[src/sv/msp_pkg.sv]
// Shared types and codes for the multi-axis step pulse generator.
`timescale 1ns / 1ps
`default_nettype none

package msp_pkg;

  // Item kinds carried on the input tuser.
  typedef enum logic [2:0] {
    KIND_TICK   = 3'd0,
    KIND_STAGE  = 3'd1,
    KIND_COMMIT = 3'd2,
    KIND_KILL   = 3'd3,
    KIND_FLUSH  = 3'd4
  } msp_kind_e;

  localparam int unsigned KindW    = 3;
  localparam int unsigned AxisW    = 2;
  localparam int unsigned StepsW   = 32;
  localparam int unsigned PeriodW  = 16;
  localparam int unsigned PscaleW  = 16;
  localparam int unsigned MaskW    = 3;
  localparam int unsigned InDataW  = 72;
  localparam int unsigned OutDataW = 16;

  // Per-item commands broadcast to every axis.
  typedef struct packed {
    logic             tick;
    logic             stage;
    logic             load;
    logic             drop;
    logic             kill;
    logic [AxisW-1:0] axis;
  } msp_ctrl_t;

  // Move parameters for the axis being staged.
  typedef struct packed {
    logic [StepsW-1:0]  steps;
    logic [PeriodW-1:0] period;
    logic [PscaleW-1:0] postscale;
    logic               direction;
  } msp_stage_t;

  // Status returned by each axis.
  typedef struct packed {
    logic step;
    logic done;
    logic active_q;
    logic enable_q;
    logic active_d;
    logic enable_d;
    logic dir_d;
  } msp_axis_stat_t;

  // One result item, last-declared field in the lowest bits.
  typedef struct packed {
    logic             accepted;
    logic             move_loaded;
    logic             pending_full;
    logic [MaskW-1:0] active_mask;
    logic [MaskW-1:0] enable_mask;
    logic [MaskW-1:0] direction_mask;
    logic [MaskW-1:0] step_mask;
  } msp_result_t;

endpackage

`default_nettype wire

[src/sv/msp_axis.sv]
// One axis: staged move, period timer, post-scaler and step counter.
`timescale 1ns / 1ps
`default_nettype none

module msp_axis #(
  parameter int unsigned IDX = 0
) (
  input  wire                        clk_i,
  input  wire                        rst_ni,
  input  msp_pkg::msp_ctrl_t         ctrl_i,
  input  msp_pkg::msp_stage_t        stage_i,
  input  wire                        pol_i,
  output msp_pkg::msp_axis_stat_t    stat_o
);

  logic [msp_pkg::StepsW-1:0]  staged_steps_q, staged_steps_d;
  logic [msp_pkg::PeriodW-1:0] staged_period_q, staged_period_d;
  logic [msp_pkg::PscaleW-1:0] staged_pscale_q, staged_pscale_d;
  logic                        staged_dir_q, staged_dir_d;

  logic [msp_pkg::StepsW-1:0]  step_count_q, step_count_d;
  logic [msp_pkg::PeriodW-1:0] timer_top_q, timer_top_d;
  logic [msp_pkg::PeriodW-1:0] timer_count_q, timer_count_d;
  logic [msp_pkg::PscaleW-1:0] ps_reload_q, ps_reload_d;
  logic [msp_pkg::PscaleW-1:0] ps_count_q, ps_count_d;
  logic                        active_q, active_d;
  logic                        enable_q, enable_d;
  logic                        dir_q, dir_d;

  logic                        sel;
  logic                        tick_run;
  logic                        wrap;
  logic [msp_pkg::PscaleW-1:0] ps_dec;
  logic [msp_pkg::StepsW-1:0]  sc_dec;
  logic                        step;
  logic                        done;
  logic                        load_me;

  assign sel      = (32'(ctrl_i.axis) == IDX);
  assign tick_run = ctrl_i.tick && active_q;
  assign wrap     = (timer_count_q >= timer_top_q);
  assign ps_dec   = ps_count_q - 16'd1;
  assign sc_dec   = step_count_q - 32'd1;
  assign step     = tick_run && wrap && (ps_dec == '0);
  assign done     = step && (sc_dec == '0);
  assign load_me  = ctrl_i.load && (staged_steps_q != '0);

  always_comb begin
    staged_steps_d  = staged_steps_q;
    staged_period_d = staged_period_q;
    staged_pscale_d = staged_pscale_q;
    staged_dir_d    = staged_dir_q;
    step_count_d    = step_count_q;
    timer_top_d     = timer_top_q;
    timer_count_d   = timer_count_q;
    ps_reload_d     = ps_reload_q;
    ps_count_d      = ps_count_q;
    active_d        = active_q;
    enable_d        = enable_q;
    dir_d           = dir_q;

    if (tick_run) begin
      if (wrap) begin
        timer_count_d = '0;
        ps_count_d    = ps_dec;
        if (ps_dec == '0) begin
          step_count_d = sc_dec;
          ps_count_d   = ps_reload_q;
          if (sc_dec == '0) begin
            active_d = 1'b0;
            enable_d = 1'b0;
          end
        end
      end else begin
        timer_count_d = timer_count_q + 16'd1;
      end
    end

    if (ctrl_i.kill) begin
      active_d = 1'b0;
    end

    // Load overrides the tick update of the same item.
    if (load_me) begin
      step_count_d  = staged_steps_q;
      timer_top_d   = staged_period_q;
      timer_count_d = '0;
      ps_reload_d   = staged_pscale_q;
      ps_count_d    = staged_pscale_q;
      dir_d         = staged_dir_q ^ pol_i;
      enable_d      = 1'b1;
      active_d      = 1'b1;
    end

    if (ctrl_i.drop) begin
      staged_steps_d = '0;
    end
    if (ctrl_i.stage && sel) begin
      staged_steps_d  = stage_i.steps;
      staged_period_d = stage_i.period;
      staged_pscale_d = stage_i.postscale;
      staged_dir_d    = stage_i.direction;
    end
  end

  always_ff @(posedge clk_i or negedge rst_ni) begin
    if (!rst_ni) begin
      staged_steps_q <= '0;
      active_q       <= 1'b0;
      enable_q       <= 1'b0;
      dir_q          <= 1'b0;
    end else begin
      staged_steps_q <= staged_steps_d;
      active_q       <= active_d;
      enable_q       <= enable_d;
      dir_q          <= dir_d;
    end
  end

  always_ff @(posedge clk_i) begin
    staged_period_q <= staged_period_d;
    staged_pscale_q <= staged_pscale_d;
    staged_dir_q    <= staged_dir_d;
    step_count_q    <= step_count_d;
    timer_top_q     <= timer_top_d;
    timer_count_q   <= timer_count_d;
    ps_reload_q     <= ps_reload_d;
    ps_count_q      <= ps_count_d;
  end

  always_comb begin
    stat_o.step     = step;
    stat_o.done     = done;
    stat_o.active_q = active_q;
    stat_o.enable_q = enable_q;
    stat_o.active_d = active_d;
    stat_o.enable_d = enable_d;
    stat_o.dir_d    = dir_d;
  end

endmodule

`default_nettype wire

[src/sv/msp_out_buf.sv]
// Two-entry result buffer that decouples the output stream from the core.
`timescale 1ns / 1ps
`default_nettype none

module msp_out_buf (
  input  wire                   clk_i,
  input  wire                   rst_ni,
  input  wire                   push_i,
  input  msp_pkg::msp_result_t  push_data_i,
  output logic                  full_o,
  output logic                  valid_o,
  input  wire                   ready_i,
  output msp_pkg::msp_result_t  data_o
);

  msp_pkg::msp_result_t mem_q [2];
  logic [1:0]           count_q, count_d;
  logic                 wr_ptr_q, rd_ptr_q;
  logic                 pop;

  assign pop     = valid_o && ready_i;
  assign valid_o = (count_q != 2'd0);
  assign full_o  = (count_q == 2'd2);
  assign data_o  = mem_q[rd_ptr_q];

  always_comb begin
    count_d = count_q;
    if (push_i && !pop) begin
      count_d = count_q + 2'd1;
    end else if (pop && !push_i) begin
      count_d = count_q - 2'd1;
    end
  end

  always_ff @(posedge clk_i or negedge rst_ni) begin
    if (!rst_ni) begin
      count_q  <= 2'd0;
      wr_ptr_q <= 1'b0;
      rd_ptr_q <= 1'b0;
    end else begin
      count_q <= count_d;
      if (push_i) begin
        wr_ptr_q <= ~wr_ptr_q;
      end
      if (pop) begin
        rd_ptr_q <= ~rd_ptr_q;
      end
    end
  end

  always_ff @(posedge clk_i) begin
    if (push_i) begin
      mem_q[wr_ptr_q] <= push_data_i;
    end
  end

endmodule

`default_nettype wire

[src/sv/multi_axis_step_pulse_generator_top.sv]
// Top level of the multi-axis step pulse generator: request register, control, axes.
// A request is held in the request register, and its result is registered in the result buffer before it leaves.
// Throughput: one request per cycle while the result buffer has a free slot; the request register and the two-entry
// result buffer keep the input ready while the last result waits downstream.
// Reset clears all axes, the pending move, the polarity register and the buffer.
`timescale 1ns / 1ps
`default_nettype none

module multi_axis_step_pulse_generator_top #(
  parameter int unsigned AXES = 3
) (
  input  wire                            clk_i,
  input  wire                            rst_ni,
  // Requests
  input  wire                            s_axis_tvalid,
  output logic                           s_axis_tready,
  // [1:0] axis, [33:2] steps, [49:34] period, [65:50] postscale,
  // [66] direction, [71:67] zero
  input  wire [msp_pkg::InDataW-1:0]     s_axis_tdata,
  // [2:0] kind
  input  wire [msp_pkg::KindW-1:0]       s_axis_tuser,
  // Results
  output logic                           m_axis_tvalid,
  input  wire                            m_axis_tready,
  // [2:0] step_mask, [5:3] direction_mask, [8:6] enable_mask,
  // [11:9] active_mask, [12] pending_full, [13] move_loaded,
  // [14] accepted, [15] zero
  output logic [msp_pkg::OutDataW-1:0]   m_axis_tdata,
  // Polarity register write
  input  wire                            cfg_valid_i,
  output logic                           cfg_ready_o,
  input  wire [msp_pkg::MaskW-1:0]       cfg_data_i
);

  // Request register
  logic                        req_valid_q;
  logic [msp_pkg::KindW-1:0]   req_kind_q;
  logic [msp_pkg::AxisW-1:0]   req_axis_q;
  msp_pkg::msp_stage_t         req_stage_q;

  logic [msp_pkg::MaskW-1:0]   polarity_q;
  logic                        pending_q, pending_d;

  logic                        buf_full;
  logic                        fire;
  logic                        load;
  logic                        accepted;

  msp_pkg::msp_ctrl_t          ctrl;
  msp_pkg::msp_axis_stat_t     stat [AXES];
  msp_pkg::msp_result_t        res;
  msp_pkg::msp_result_t        out_res;

  logic [AXES-1:0]             active_vec;
  logic [AXES-1:0]             enable_vec;
  logic [AXES-1:0]             done_vec;
  logic [msp_pkg::MaskW-1:0]   step_m, dir_m, en_m, act_m;

  // Process the held request whenever the result buffer has a free slot.
  assign fire          = req_valid_q && !buf_full;
  assign s_axis_tready = !req_valid_q || fire;
  assign cfg_ready_o   = 1'b1;

  always_ff @(posedge clk_i or negedge rst_ni) begin
    if (!rst_ni) begin
      req_valid_q <= 1'b0;
      polarity_q  <= '0;
      pending_q   <= 1'b0;
    end else begin
      if (s_axis_tready) begin
        req_valid_q <= s_axis_tvalid;
      end
      if (cfg_valid_i) begin
        polarity_q <= cfg_data_i;
      end
      if (fire) begin
        pending_q <= pending_d;
      end
    end
  end

  // Hold the request payload until it is processed.
  always_ff @(posedge clk_i) begin
    if (s_axis_tready && s_axis_tvalid) begin
      req_kind_q            <= s_axis_tuser;
      req_axis_q            <= s_axis_tdata[1:0];
      req_stage_q.steps     <= s_axis_tdata[33:2];
      req_stage_q.period    <= s_axis_tdata[49:34];
      req_stage_q.postscale <= s_axis_tdata[65:50];
      req_stage_q.direction <= s_axis_tdata[66];
    end
  end

  // Decode the request kind. A load is tried after a tick (against the axes
  // left active by that tick) and right after a commit.
  always_comb begin
    ctrl      = '0;
    ctrl.axis = req_axis_q;
    load      = 1'b0;
    accepted  = 1'b1;
    pending_d = pending_q;
    unique case (req_kind_q)
      msp_pkg::KIND_TICK: begin
        ctrl.tick = fire;
        load      = pending_q && ((active_vec & ~done_vec) == '0);
      end
      msp_pkg::KIND_STAGE: begin
        accepted   = !pending_q;
        ctrl.stage = fire && !pending_q;
      end
      msp_pkg::KIND_COMMIT: begin
        accepted = !pending_q;
        if (!pending_q) begin
          pending_d = 1'b1;
          load      = (active_vec == '0);
        end
      end
      msp_pkg::KIND_KILL: begin
        ctrl.kill = fire;
        ctrl.drop = fire;
        pending_d = 1'b0;
      end
      msp_pkg::KIND_FLUSH: begin
        ctrl.drop = fire;
        pending_d = 1'b0;
      end
      default: begin
        // Undefined kinds change nothing.
      end
    endcase
    // Loading consumes the pending move and clears every staged count.
    if (load) begin
      pending_d = 1'b0;
      ctrl.drop = fire;
    end
    ctrl.load = fire && load;
  end

  for (genvar i = 0; i < AXES; i++) begin : g_axis
    logic pol;
    if (i < msp_pkg::MaskW) begin : g_pol
      assign pol = polarity_q[i];
    end else begin : g_nopol
      assign pol = 1'b0;
    end

    msp_axis #(
      .IDX (i)
    ) u_axis (
      .clk_i   (clk_i),
      .rst_ni  (rst_ni),
      .ctrl_i  (ctrl),
      .stage_i (req_stage_q),
      .pol_i   (pol),
      .stat_o  (stat[i])
    );

    assign active_vec[i] = stat[i].active_q;
    assign enable_vec[i] = stat[i].enable_q;
    assign done_vec[i]   = stat[i].done;
  end

  // Report only the axes that fit in the fixed-width masks.
  for (genvar j = 0; j < msp_pkg::MaskW; j++) begin : g_mask
    if (j < AXES) begin : g_on
      assign step_m[j] = stat[j].step;
      assign dir_m[j]  = stat[j].dir_d;
      assign en_m[j]   = stat[j].enable_d;
      assign act_m[j]  = stat[j].active_d;
    end else begin : g_off
      assign step_m[j] = 1'b0;
      assign dir_m[j]  = 1'b0;
      assign en_m[j]   = 1'b0;
      assign act_m[j]  = 1'b0;
    end
  end

  always_comb begin
    res.step_mask      = step_m;
    res.direction_mask = dir_m;
    res.enable_mask    = en_m;
    res.active_mask    = act_m;
    res.pending_full   = pending_d;
    res.move_loaded    = load;
    res.accepted       = accepted;
  end

  msp_out_buf u_out_buf (
    .clk_i       (clk_i),
    .rst_ni      (rst_ni),
    .push_i      (fire),
    .push_data_i (res),
    .full_o      (buf_full),
    .valid_o     (m_axis_tvalid),
    .ready_i     (m_axis_tready),
    .data_o      (out_res)
  );

  assign m_axis_tdata = {1'b0, out_res};

`ifndef NO_ASSERTIONS
  // A move loads only when no axis remains active after the current item.
  a_load_idle: assert property (@(posedge clk_i) disable iff (!rst_ni)
    ctrl.load |-> ((active_vec & ~done_vec) == '0))
    else $error("move loaded while an axis is still active");

  // A load always empties the pending buffer.
  a_load_clears: assert property (@(posedge clk_i) disable iff (!rst_ni)
    ctrl.load |=> !pending_q)
    else $error("pending buffer still full after a load");

  // An active axis always has its driver enabled.
  a_active_enabled: assert property (@(posedge clk_i) disable iff (!rst_ni)
    (active_vec & ~enable_vec) == '0)
    else $error("axis active with driver disabled");
`endif

endmodule

`default_nettype wire
[config.mk]
export PLATFORM = sky130hd
export DESIGN_NAME = multi_axis_step_pulse_generator_top
export DESIGN_NICKNAME = d
export VERILOG_FILES = /design/src/sv/msp_pkg.sv /design/src/sv/msp_axis.sv /design/src/sv/msp_out_buf.sv /design/src/sv/multi_axis_step_pulse_generator_top.sv
export SDC_FILE = /design/constraint.sdc
export NUM_CORES = 1
export LEC_CHECK = 0
export ABC_CLOCK_PERIOD_IN_PS = 5300
export BUFFER_PORTS_ARGS = -buffer_cell sky130_fd_sc_hd__buf_2
export CAP_MARGIN = 20
export CORE_UTILIZATION = 50
export DETAILED_ROUTE_END_ITERATION = 10
export GPL_TIMING_DRIVEN = 0
export PLACE_DENSITY_LB_ADDON = 0.12
export SYNTH_ARGS = -nofsm -noshare
export SYNTH_HDL_FRONTEND = slang
export SYNTH_SLANG_ARGS = --single-unit
[constraint.sdc]
create_clock -name clk_i -period 5.3 [get_ports clk_i]
set_input_delay 0.53 -clock clk_i [delete_from_list [all_inputs] [get_ports clk_i]]
set_output_delay 0.53 -clock clk_i [all_outputs]
set_load 0.005 [all_outputs]
==> impl_metrics.csv <==
group,metric,value,unit
status,outcome,"completed",
layout,drive_above_1_share,15.4,%
yosys,synthSimpleGateAreaFrac,13.9,%
setup_path,path_cells,"inv_1 -> ha_2 -> or4b_4 -> o31ai_2 -> o21ai_0 -> or4b_1 -> or4_1 -> o41ai_2 -> and3_1 -> a31oi_4 -> nor3_4 -> buf_12 -> buf_4 -> buf_4 -> mux2_2",
yosys,synth_commonest_cells,"439 x edfxtp_1, 254 x nand2_1, 174 x nor2_1",
hold_path,hp-start,"s_axis_tdata[55]",
detailed_routing,drt_iter0_markers,1133,
setup_path,cp-end-kind,"register",
yosys,synthXorXnorAreaFrac,5.56,%
setup_path,critPathMaxFanout,10,
yosys,synthCells,2214,
detailed_routing,routedWlPerCell,20.6,um
global_route,grt_pass1_vias,17686,
job,cap_viol_max_count,0,
setup_path,cp-startpoint,"g_axis[0].u_axis.step_count_q[0]",
timing,finalMaxSlewViolations,0,
setup_path,critPathMostFrequentCell,"buf_4",
global_route,antenna_found_initial,0,
floorplanning,ios,102,
layout,final_nets,2543,
clock_tree,clock_sinks,601,
global_route,grt.total_usage,23.5,%
yosys,synth_nets,2361,
clock_tree,cts_max_path_buffers,3,
detailed_routing,ant_nets,0,
yosys,synth-edff-count,439,
timing,fin_crit_sh,94.8,%
yosys,synth.distinct_cells,72,
clock_tree,htreeDepth,2,
yosys,synth_top_area_share,48.1,%
setup_path,crit_family,"simple AND/OR/NAND/NOR gates",
yosys,synthMuxAreaShare,7.65,%
clock_tree,cts_buffers,61,
placed_design,place_hpwl,45800,um
power_and_ir_drop,power_density,390,nW/um^2
layout,diodes,0,
timing,fin_worst_skew,0.0198,ns
timing,finalSetupViolations,0,
timing,finalHoldViolations,0,
yosys,synth_top_family_by_area,"simple AND/OR/NAND/NOR gates",
clock_tree,path_clk_slew,0.06,ns
power_and_ir_drop,ir_worst_vdd,0.000282,V
detailed_routing,vias,17621,
floorplanning,dieHeight,236,um
timing,fmax,199,MHz
detailed_routing,via_per_inst,5.60,
detailed_routing,wirelength,64700,um
hold_path,hold_path.class,"input port to register",
floorplanning,initial_core_util,50.7,%
setup_path,cp_slowest_cell,"or4_1",
setup_path,reg2reg_from,"g_axis[0].u_axis.step_count_q[0]",
timing,rsz0062_at_grt,"no",
yosys,syn_area,27400,sq um
floorplanning,core,54000,sq um
layout,multiInputGateArea,9740,sq um
setup_path,cp.arrival,5.38,ns
timing,finalCriticalPeriod,5.02,ns
yosys,avgSynthCellArea,12.4,sq um
clock_tree,cts_root_buffer,"clkbuf_16",
layout,fillers,4426,
timing,tns,0,ns
yosys,synth-main-ff-cell,"edfxtp_1",
floorplanning,fp.dieW,236,um
yosys,yosys-top-cells-area,"edfxtp_1 48%, dfrtp_1 10%, mux2_2 3.5%",
layout,area_delta_synth_final,14.8,%
floorplanning,std_cell_rows,85,
global_route,grt_overflow_total,0,
detailed_routing,drc,0,
layout,seq_area,17000,sq um
clock_tree,tritoncts,"done",
yosys,synth_adder_area_share,2.92,%
floorplanning,die_area,55700,sq um
yosys,synth-seq-cells,601,
detailed_routing,firstDrtPassIters,5,
setup_path,slowest_delay,0.59,ns
placed_design,portBuffers,94,
clock_tree,clk_latency,0.62,ns
yosys,synth_compound_area_share,5.04,%
global_route,grt_max_degree,95,
yosys,async_flop_share,19.0,%
placed_design,place.gp.congestion,0.863,
global_route,grt_pass1_wl,101000,um
yosys,yosys.area.top_type,"edfxtp_1",
setup_path,critPathKind,"register to register",
yosys,synthMostInstantiatedCell,"edfxtp_1",
setup_path,critPathRequiredTime,5.66,ns
power_and_ir_drop,p_leak,11.7,nW
setup_path,cp-start-kind,"register",
setup_path,critPathBufInv,4,
timing,relSlewSlack,39.5,%
setup_path,regToRegSetupSlack,0.28,ns
yosys,yosysSeqAreaShare,62.0,%
timing,whs,0.0787,ns
yosys,synth_warnings,0,
timing,worstMarginPinSlew,0.908,ns
[routing by layer]
| metal | vias up | global-route usage (%) | part of all wire (%) |
|---|---|---|---|
| met1 | 8716 | 31.9 | 44 |
| met2 | 409 | 39.7 | 49 |
| met3 | 94 | 3.32 | 4.2 |
| li1 | 8402 | - | - |
| met4 | 0 | 6.24 | 2.1 |
| met5 | - | 0 | 0 |
[metrics by stage]
| step | instance area [sq um] | power [mW] | util [%] | setup slack [ns] | cells |
|---|---|---|---|---|---|
| floorplan | 27400 | 6.89 | - | 0.411 | 2214 |
| global placement | 28700 | 7.51 | 53.2 | -1.74 | 3004 |
| detailed placement | 28900 | 7.57 | 53.6 | -0.944 | 3013 |
| CTS | 31300 | 12.4 | 58.0 | -0.0643 | 3140 |
| global route | 31500 | 12.7 | 58.2 | 0.0181 | 3145 |
| finish | 31500 | 12.3 | 58.2 | 0.276 | 3145 |
[timing repair]
action,CTS,global route
endpoints found under the setup margin,517,436
gates resized for setup,11,14
pin swaps,4,3
hold buffers,1,0
setup buffers,8,5
cloned,4,0
hold endpoints to repair,20,0
[cell type report]
class	count	area share [%]
repair buffers	118	2.52
inverters	108	1.29
multi-input cells	1428	31.0
plain buffers	78	1.27
clock inverters	42	1.85
flip-flops and latches	601	54.0
well taps	696	2.77
clock buffers	74	5.31
[final timing paths]
path / endpoint / cells past startpoint
worst min register to register: g_axis[1].u_axis.timer_top_q[1] / 0
max in group asynchronous: g_axis[0].u_axis.active_q / 3
worst min-delay path: req_stage_q[6] / 1
worst max register to register: g_axis[1].u_axis.step_count_q[30] / 15
min in group asynchronous: g_axis[1].u_axis.staged_steps_q[10] / 2
worst max-delay path: g_axis[1].u_axis.step_count_q[30] / 15
[placed cells by master (no fill, tap or decap), types with 23 or more instances in the layout]
cell	count
a21oi_1	107
and3_1	23
buf_2	97
buf_4	29
clkbuf_1	55
clkbuf_16	65
dfrtp_1	114
dfxtp_1	48
edfxtp_1	439
ha_1	63
inv_1	108
mux2_1	37
mux2_2	86
mux2i_1	71
nand2_1	254
nand3_1	34
nand4_1	37
nor2_1	174
nor3_1	53
nor4_1	63
or3_1	27
xnor2_1	80
xor2_1	94
[registers in the layout, indices dropped and copies added (netlist names), 30 cells and up]
signal and flops:
g_axis.u_axis.ps_reload_q 48, g_axis.u_axis.staged_pscale_q 48, g_axis.u_axis.step_count_q 96, g_axis.u_axis.staged_period_q 48, g_axis.u_axis.ps_count_q 48, req_stage_q 65, g_axis.u_axis.timer_count_q 48, u_out_buf.mem_q 30
g_axis.u_axis.timer_top_q 48, g_axis.u_axis.staged_steps_q 96
[logic make-up after synthesis]
group                    Yosys count
AND/OR/NAND/NOR                  772
flip-flops                       601
AO/OA/AOI/OAI                    218
multiplexers                     194
buffers and inverters            189
XOR/XNOR                         174
adder cells (fa/ha/maj)           64
other                              2
[where the power goes]
part | internal, mW | switching [mW] | leakage, nW
clock | 2.93 | 1.84 | 1.09
combinational | 0.598 | 0.982 | 4.63
sequential | 5.60 | 0.333 | 5.95
total | 9.12 | 3.15 | 11.7
(Power assumes the default switching activity.)
